$ cat src/hw/rtl/sorted_key_table_insert_lookup_defines.svh
// assertion macros for the sorted key table
// used by the top level only, needs clk and rst_n in scope where expanded
`ifndef SORTED_KEY_TABLE_INSERT_LOOKUP_DEFINES_SVH
`define SORTED_KEY_TABLE_INSERT_LOOKUP_DEFINES_SVH
`ifndef SYNTHESIS
`define SKT_ASSERT_SAME(label, ante, cons) \
    label: assert property (@(posedge clk) disable iff (!rst_n) (ante) |-> (cons)) \
        else $error("sorted key table check failed");
`define SKT_ASSERT_NEXT(label, ante, cons) \
    label: assert property (@(posedge clk) disable iff (!rst_n) (ante) |=> (cons)) \
        else $error("sorted key table check failed");
`else
`define SKT_ASSERT_SAME(label, ante, cons)
`define SKT_ASSERT_NEXT(label, ante, cons)
`endif
`endif

$ cat src/hw/rtl/skt_pkg.sv
// shared types and constants of the sorted key table
// no dependencies
`default_nettype none

package skt_pkg;

    localparam int TABLE_DEPTH_DEF = 64;
    localparam int KEY_W           = 32;
    localparam int VAL_W           = 32;
    localparam int SLOT_W          = 6;
    localparam int STATUS_W        = 3;

    localparam logic CMD_ADD = 1'b0;
    localparam logic CMD_GET = 1'b1;

    typedef enum logic [STATUS_W-1:0] {
        ST_INSERTED  = 3'd0,
        ST_DUPLICATE = 3'd1,
        ST_FULL      = 3'd2,
        ST_NOT_FOUND = 3'd3,
        ST_FOUND     = 3'd4
    } status_t;

    typedef struct packed {
        logic [KEY_W-1:0] key;
        logic [VAL_W-1:0] usage;
        logic [VAL_W-1:0] low;
        logic [VAL_W-1:0] high;
        logic [VAL_W-1:0] rest;
    } rec_t;

    // per-cell compare results
    typedef struct packed {
        logic lt;        // occupied and key below probe
        logic hit;       // occupied and key equal to probe
        logic boundary;  // first cell not below probe, new record lands here
    } cell_flags_t;

endpackage

`default_nettype wire

$ cat src/hw/rtl/skt_cell.sv
// one slot of the sorted record chain: holds a record, compares it with the probe
// and on insert keeps, takes the new record or takes its lower neighbour's record
// depends on skt_pkg
`default_nettype none

module skt_cell #(
    parameter int TABLE_DEPTH = skt_pkg::TABLE_DEPTH_DEF,
    parameter int INDEX       = 0,
    localparam int CNT_W      = $clog2(TABLE_DEPTH + 1)
) (
    input  wire                       clk,
    input  wire [skt_pkg::KEY_W-1:0]  probe_key,
    input  wire [CNT_W-1:0]           count,
    input  wire                       insert_en,
    input  skt_pkg::rec_t             new_rec,
    input  skt_pkg::rec_t             prev_rec,
    input  wire                       prev_lt,
    output skt_pkg::rec_t             rec,
    output skt_pkg::cell_flags_t      flags
);

    skt_pkg::rec_t rec_reg;
    logic          occupied;

    assign occupied       = count > CNT_W'(INDEX);
    assign flags.lt       = occupied && ($signed(rec_reg.key) < $signed(probe_key));
    assign flags.hit      = occupied && (rec_reg.key == probe_key);
    assign flags.boundary = !flags.lt && prev_lt;
    assign rec            = rec_reg;

    always_ff @(posedge clk)
    begin
        if (insert_en && !flags.lt)
        begin
            rec_reg <= flags.boundary ? new_rec : prev_rec;
        end
    end

endmodule

`default_nettype wire

$ cat config.mk
export PLATFORM = sky130hd
export DESIGN_NAME = skt_cell
export DESIGN_NICKNAME = d
export VERILOG_FILES = /design/src/hw/rtl/sorted_key_table_insert_lookup_defines.svh /design/src/hw/rtl/skt_pkg.sv /design/src/hw/rtl/skt_cell.sv
export SDC_FILE = /design/constraint.sdc
export NUM_CORES = 1
export LEC_CHECK = 0
export BUFFER_PORTS_ARGS = -buffer_cell sky130_fd_sc_hd__buf_4
export CAP_MARGIN = 0
export CORE_AREA = 2 2 203 205
export DETAILED_ROUTE_END_ITERATION = 12
export DIE_AREA = 0 0 205 207
export HOLD_SLACK_MARGIN = 0.12
export PLACE_DENSITY = 0.47
export SLEW_MARGIN = 30
export SYNTH_ARGS = -nofsm -noshare
export SYNTH_HDL_FRONTEND = slang
export SYNTH_SLANG_ARGS = --single-unit
$ cat constraint.sdc
create_clock -name clk -period 8.9 [get_ports clk]
set_clock_uncertainty 0.15 [all_clocks]
set_input_delay 0.89 -clock clk [delete_from_list [all_inputs] [get_ports clk]]
set_output_delay 0.89 -clock clk [all_outputs]
set_load 0.01 [all_outputs]
* Word-level counts from Yosys, hierarchy flattened *
Cells that the tools add are included.

storage, ports and cells
  input port bits = 362
  bits in registers = 160

operators by class
  reduce and logical (&&, ||, !) cells = 5
  magnitude comparators = 2
  equality and inequality tests = 1
  multiplexer cells = 1

operator list
  cell                  count
  $mux W160             1
  $eq A32 B32 Y1        1
  $lt A32 B32 Y1        1
  $gt A7 B1 Y1 const B  1
  $logic_and A1 B1 Y1   4
  $logic_not A1 Y1      1

* Depth between registers and ports, before layout *
Gate-level depths: netlist (run 1).

  depth after elaboration = 5
  gate-level depth with buffers = 12
  depth with buffers taken out = 9

* Worst setup path before layout (run 1) *
OpenSTA, ideal clock, no wires.

  path type = input -> register
  start = in probe_key[31] in the netlist's numbering
  end = reg rec_reg (netlist bit rec[0]), enable pin
  setup time = 0.542 ns
  buffers on the path = 0
  path slack = 2.270 ns
  stages on the path = 9
  data arrival time = 5.938 ns
  cells stage by stage = inv_1 > ha_1 > and4_4 > nand2_2 > nor3_1 > o311a_1 > a21oi_1 > nand4_1 > o311a_1

on the way
  cells in the longest elaborated chain, start to end = 4

ends and longest elaborated chain
  item                  line            source
  from (decl)           skt_cell.sv:12  input wire [skt_pkg::KEY_W-1:0] probe_key,
  $lt A32 B32 Y1        skt_cell.sv:26  assign flags.lt = occupied && ($signed(rec_reg.key) < $signed(probe_key));
  $logic_and A1 B1 Y1   skt_cell.sv:26
  $logic_not A1 Y1      skt_cell.sv:33  if (insert_en && !flags.lt)
  $logic_and A1 B1 Y1   skt_cell.sv:33
  to (signal assigned)  skt_cell.sv:35  rec_reg <= flags.boundary ? new_rec : prev_rec;
  to (decl)             skt_cell.sv:22  skt_pkg::rec_t rec_reg;

No other way between the ends.
A chain may end at the register's enable or synchronous reset.

* Worst setup path after layout (run 1) *
  start = in probe_key[27] in the netlist's numbering
  end = reg rec_reg (netlist bit rec[159]) (data pin)

on the way
  cells in the longest elaborated chain, start to end = 5

ends and longest elaborated chain
  item                 line            source
  $lt A32 B32 Y1       skt_cell.sv:26
  $logic_and A1 B1 Y1  skt_cell.sv:26
  $logic_not A1 Y1     skt_cell.sv:28  assign flags.boundary = !flags.lt && prev_lt;
  $logic_and A1 B1 Y1  skt_cell.sv:28
  $mux W160            skt_cell.sv:35

No other way between the ends.

==> metrics, run 1 <==
status completed; vias per inst 3.90; min-delay worst type primary input to flop; WL/cell about 19 um; TritonRoute pass-1 iters 4; area occupied by registers 0.00480 sq mm; Max-slew headroom 0.420; Total Nets Final 1,386; WL met2 between 15 and 20 mm; Fmax achieved 217 MHz; hold_sp prev_rec[140]; Starting DRT DRC Count 262; Crit. Startpoint probe_key[27]; WL met3 2.34 mm; # DRC 0; Worst-Skew Late Latency 0.48 ns; Synth top area share 0.603; CTS H-Tree Depth 4; Worst VDD drop 139 uV; Critical Path AT approximately 4.7 ns; first-pass GRT wire length about 41 mm; most common cell in the synthesized netlist edfxtp_1; die height ~210 um; hold path cells 2; Critical Path RT 8.98 ns; placed cell area ~0.012 sq mm; GPL Wtd Cong 0.811; Syn Nets around 860; M1 WL about 11 mm; Tot GR Track Use 0.134; mapped cell area about 0.0080 sq mm; r2r setup slk 4.37 ns; Diodes inserted 0; Max-Cap Viols 0; share of cells above drive strength 1 0.720; GRT Residual Overflow 0; R2R Path Start rec[155]; Final Critical Period 4.62 ns; Setup Buffers After CTS 0; Final setup viols 0; biggest area consumer among synthesized cells edfxtp_1; post-route ant nets 0; initial antenna violation count 0; Lkg Pwr between 5 and 6 nW; Post-Synthesis Cells 461; max FFs per register 160; CTS sink count 160; CTS tree done; Hold Buf Count CTS 0; crit share post-route 0.519; CTS Buffer Depth 2; R2R depth 9; Post-Place Worst Slack 3.70 ns; Power Density approximately 190 mW/mm^2; Final WS setup 4.28 ns; HPWL after detailed placement 22.4 mm; Post-synth EDFFs 160; Worst-path clk slew 0.07 ns; maximum number of pins on one net before global-route repair 161; Max FO, Critical Path 50; capture point of the worst path rec[159]; unrepaired setup endpoints after global routing no; Critical Path Start Type primary input; Initial Utilization 0.197; final number of hold-violating endpoints 0; vias in the first global route 6,280; Cell variety after synth 29; root buffer cell clkbuf_16; CTS Buf Count 17; final slew viol count 0; WL final 28.8 mm; reg2reg end rec[159]; I/O pins 525; predominant post-synthesis flop cell edfxtp_1; Setup Total Neg Slack 0 ns; Syn Area/Cell 17.3 sq um; # rows 74; leading post-synthesis cells by cell area edfxtp_1 (60%), mux2_4 (17%), mux2_2 (10%); Synth top cells by count edfxtp_1 (160), mux2_4 (89), mux2_2 (71), inv_1 (33), ha_1 (32); crit path kind primary input to flop; Worst-Margin Slew 0.870 ns; design area 0.0131 sq mm; post-CTS sizing 0; area grow syn2layout 64.5%; CP endpoint kind flop; Port Buffer Count 524; die width 205 um; routed vias ~6,000; Multi-input gate area 0.00291 sq mm; Highest Signal Layer met4; Syn. warnings 0; Synth async-reset ratio 0; Seq/Total Area, Yosys 0.603; die area between 0.04 and 0.05 sq mm; core area 0.0404 sq mm; # fillers 4,121; register bit total from synthesis 160
-- placed cells by master (no fill, tap or decap), drive strengths merged, types with 6 or more instances in the layout --
cell type  instances
nand3              6
clkinv             6
mux2             160
ha                32
nand2              7
edfxtp           160
nand4              6
a21oi             13
clkbuf            18
inv               36
buf              530
-- through the flow --
step                 util  power, mW  instances  hold WS [ns]
detailed placement  0.310       1.76       1504          1.04
finish              0.325       2.51       1537         0.562
global route        0.325       2.64       1537         0.517
floorplan               -       1.41        461         0.957
CTS                 0.324       2.57       1536         0.498
global placement    0.309       1.76       1503          1.04
-- cells by family (layout without fill, tap and decap cells) --
logic type      after synthesis  in the layout  share of synthesized area
simple gates                 31             31                     0.0218
compound gates               27             27                     0.0220
buf+inv                      51            595                     0.0355
mux                         160            160                      0.268
fa+ha+maj                    32             32                     0.0502
flops                       160            160                      0.603
-- area by class of cell --
cell class                 count  share of cell area
sequential                   160               0.366
timing repair buffer         530               0.307
multi-input combinational    250               0.222
tap                          532              0.0507
clock buffer                  18              0.0327
clock inverter                14              0.0124
inverter                      33             0.00944
-- how the worst min path moves through the flow --
stage / end
2_1_floorplan: rec[100]
3_3_place_gp: rec[107]
3_5_place_dp: rec[91]
4_1_cts: rec[82]
5_1_grt: rec[147]
6_report: rec[140]
-- report_power, final --
part,switching [mW],total (mW),internal [mW]
combinational,0.312,0.715,0.403
clock,0.336,0.776,0.440
sequential,0.0389,1.02,0.983
-- routing by layer --
metal  global-route usage  up-vias
met5                    0        -
met4               0.0474        0
met1                0.147     2856
met2                0.234      261
met3               0.0519       25
li1                     -     2845
-- worst max-delay path: stages --
cell,delay (ns)
buf_4,0.08
inv_1,0.03
ha_1,0.31
a21oi_1,0.15
o21ai_0,0.13
a221o_1,0.35
nor3_2,0.36
a41o_4,0.78
buf_4,0.55
buf_4,0.52
mux2_2,0.39
Note: power is estimated with default switching activity, not from simulation.
==> run 2: changes to the inputs <==
- CORE_AREA: 2 2 203 205 -> 2 2 201 203
- DIE_AREA: 0 0 205 207 -> 0 0 203 205
- PLACE_DENSITY: 0.47 -> 0.49
- clock period: 8.9 -> 4.2 ns (I/O delays scaled with it)
==> run 2 against run 1 <==
Net effect:
- the flow now stops in clock tree synthesis (4_1_cts)
- synthesized area unchanged
- synthesized cell count unchanged
==> metrics, run 2 <==
die width 203 um; root buffer cell clkbuf_16; Cell variety after synth 29; Syn. warnings 0; Seq/Total Area, Yosys 0.603; Syn Area/Cell 17.3 sq um; CTS sink count 160; Post-synth EDFFs 160; most common cell in the synthesized netlist edfxtp_1; Post-Synthesis Cells 461; biggest area consumer among synthesized cells edfxtp_1; Synth top cells by count edfxtp_1 (160), mux2_4 (89), mux2_2 (71), inv_1 (33), ha_1 (32); post-CTS sizing 0; Syn Nets 855; Hold Buf Count CTS 309; status did not finish; predominant post-synthesis flop cell edfxtp_1; register bit total from synthesis 160; Synth top area share 0.603; CTS Buf Count 17; Fail Step clock tree synthesis (4_1_cts); HPWL after detailed placement 23.5 mm; Initial Utilization 0.203; GPL Wtd Cong around 0.81; I/O pins 525; error msg [ERROR RSZ-0060] Max buffer count reached.; leading post-synthesis cells by cell area edfxtp_1 (60%), mux2_4 (17%), mux2_2 (10%); die height just over 200 um; CTS H-Tree Depth 4; placed cell area 0.0126 sq mm; mapped cell area 0.00797 sq mm; CTS Buffer Depth 2; Setup Buffers After CTS 0; Port Buffer Count 524; Synth async-reset ratio 0; # rows 73
## run 2: cells by family after synthesis
family / after synthesis / synth area share
and+or+nand+nor: 31 / 0.0218
buffers and inverters: 51 / 0.0355
AOI/OAI and AO/OA: 27 / 0.0220
muxes: 160 / 0.268
adders and majority gates: 32 / 0.0502
DFF: 160 / 0.603
## run 2: per-stage QoR
step / setup WS, ns / util / cells / hold slack [ns]
after detailed placement: 0.452 / 0.321 / 1509 / 0.573
after global placement: 0.551 / 0.321 / 1509 / 0.571
after floorplan: 0.691 / - / 461 / 0.487
==> run 3: changes to the inputs <==
- CORE_AREA: 2 2 201 203 -> 2 2 205 207
- DIE_AREA: 0 0 203 205 -> 0 0 207 209
- HOLD_SLACK_MARGIN: 0.12 -> unset
- PLACE_DENSITY: 0.49 -> unset
- PLACE_DENSITY_LB_ADDON: unset -> 0.15
- clock period: 4.2 -> 5.45 ns (I/O delays scaled with it)
==> run 3 against run 2 <==
Net effect:
- the run now ends clean
==> metrics, run 3 (synthesized netlist as in run 1, its figures left out) <==
Setup Buffers After CTS 0; unrepaired setup endpoints after global routing no; area grow syn2layout 64.3%; share of cells above drive strength 1 0.723; R2R depth 9; Final setup viols 0; crit path kind flop to output pin; die width 207 um; # DRC 0; routed vias 5,941; die area between 0.04 and 0.05 sq mm; Initial Utilization 0.193; max FFs per register 160; Fmax achieved 252 MHz; crit share post-route 0.727; CTS sink count 160; CTS Buffer Depth 2; final number of hold-violating endpoints 0; Worst VDD drop 174 uV; HPWL after detailed placement ~23 mm; Diodes inserted 0; Starting DRT DRC Count 182; Hold Buf Count CTS 0; Post-Place Worst Slack 1.39 ns; total power 3.99 mW; Tot GR Track Use 0.131; Port Buffer Count 524; r2r setup slk 1.65 ns; Critical Path RT 4.76 ns; die height 209 um; Worst-path clk slew 0.07 ns; GPL Wtd Cong between 0.7 and 0.8; Placed Cells 1,514; maximum number of pins on one net before global-route repair 98; CTS H-Tree Depth 4; status completed; vias in the first global route around 6,400; R2R Path Start rec[159]; reg2reg end rec[22]; # rows 75; Setup Total Neg Slack 0 ns; Total Nets Final 1,388; post-CTS sizing 0; hold path cells 2; I/O pins 525; # fillers 4,220; CP endpoint kind output pin; post-route ant nets 0; TritonRoute pass-1 iters 4; GRT Residual Overflow 0; Max-slew headroom 0.491; most common cell after layout, fill and taps aside buf_4; Max FO, Critical Path 37; hold_sp new_rec[89]; Worst-Skew Late Latency 0.45 ns; initial antenna violation count 0; Power Density 304 mW/mm^2; Final Critical Period approximately 4.0 ns; CTS Buf Count 17; core area 0.0413 sq mm; final cell count without fillers between 1,500 and 2,000; Critical Path AT ~3.3 ns; Lkg Pwr 5.97 nW; Critical Path Start Type flop; final slew viol count 0; Final WS setup 1.49 ns; most frequent cells in the layout buf_4 (527), edfxtp_1 (160), mux2_4 (89); WL/cell 18.7 um; min-delay worst type primary input to flop; Max-Cap Viols 0; WL final between 20 and 30 mm; vias per inst 3.84; CTS tree done; Hold EP rec[89]; Worst-Margin Slew approximately 0.76 ns; root buffer cell clkbuf_16; first-pass GRT wire length 41.5 mm
==> run 3: worst max-delay path by stage <==
stage / slack, ns / cells after the start / endpoint / from
2_1_floorplan: 0.96 / 9 / rec[0] / probe_key[31]
3_3_place_gp: 1.45 / 11 / rec[32] / probe_key[1]
3_5_place_dp: 1.39 / 10 / rec[22] / probe_key[27]
4_1_cts: 1.38 / 9 / flags[0] / rec[159]
5_1_grt: 1.20 / 9 / flags[0] / rec[159]
6_report: 1.49 / 9 / flags[0] / rec[159]
==> run 3: per-layer routing <==
metal	routed length, um	part of all wire	GRT usage	vias to the layer above
met3	2180	0.075	0.0455	27
met2	15400	0.53	0.233	251
li1	-	-	-	2841
met5	0	0	0	-
met1	10800	0.37	0.144	2822
met4	575	0.020	0.0515	0
==> run 3: cell type report <==
type / instances / area [sq um] / share of cell area
multi-input combinational: 250 / 2910 / 0.222
sequential: 160 / 4800 / 0.367
inverter: 33 / 124 / 0.00945
timing repair buffer: 532 / 4060 / 0.310
clock buffer: 17 / 425 / 0.0325
tap: 539 / 674 / 0.0515
clock inverter: 15 / 110 / 0.00840
==> run 3: stage by stage <==
stage	util	area, sq um	hold WS [ns]
after CTS	0.317	13100	0.190
after global placement	0.304	12600	0.696
final	0.317	13100	0.235
after floorplan	-	7970	0.612
after global routing	0.317	13100	0.194
after detailed placement	0.304	12600	0.698
==> run 3: worst max-delay path, cell delays in order, from the launching register on <==
cell	delay (ns)
edfxtp_1	0.42
ha_1	0.44
and4_4	0.27
nand2_2	0.08
a211oi_1	0.26
nor3_2	0.13
o31ai_1	0.30
a41o_4	0.65
inv_1	0.09
buf_4	0.17
==> run 3: power by group <==
part	internal, mW	total (mW)	switching, mW
Clock	0.586	1.15	0.563
Sequential	1.60	1.66	0.0608
Combinational	0.665	1.17	0.508
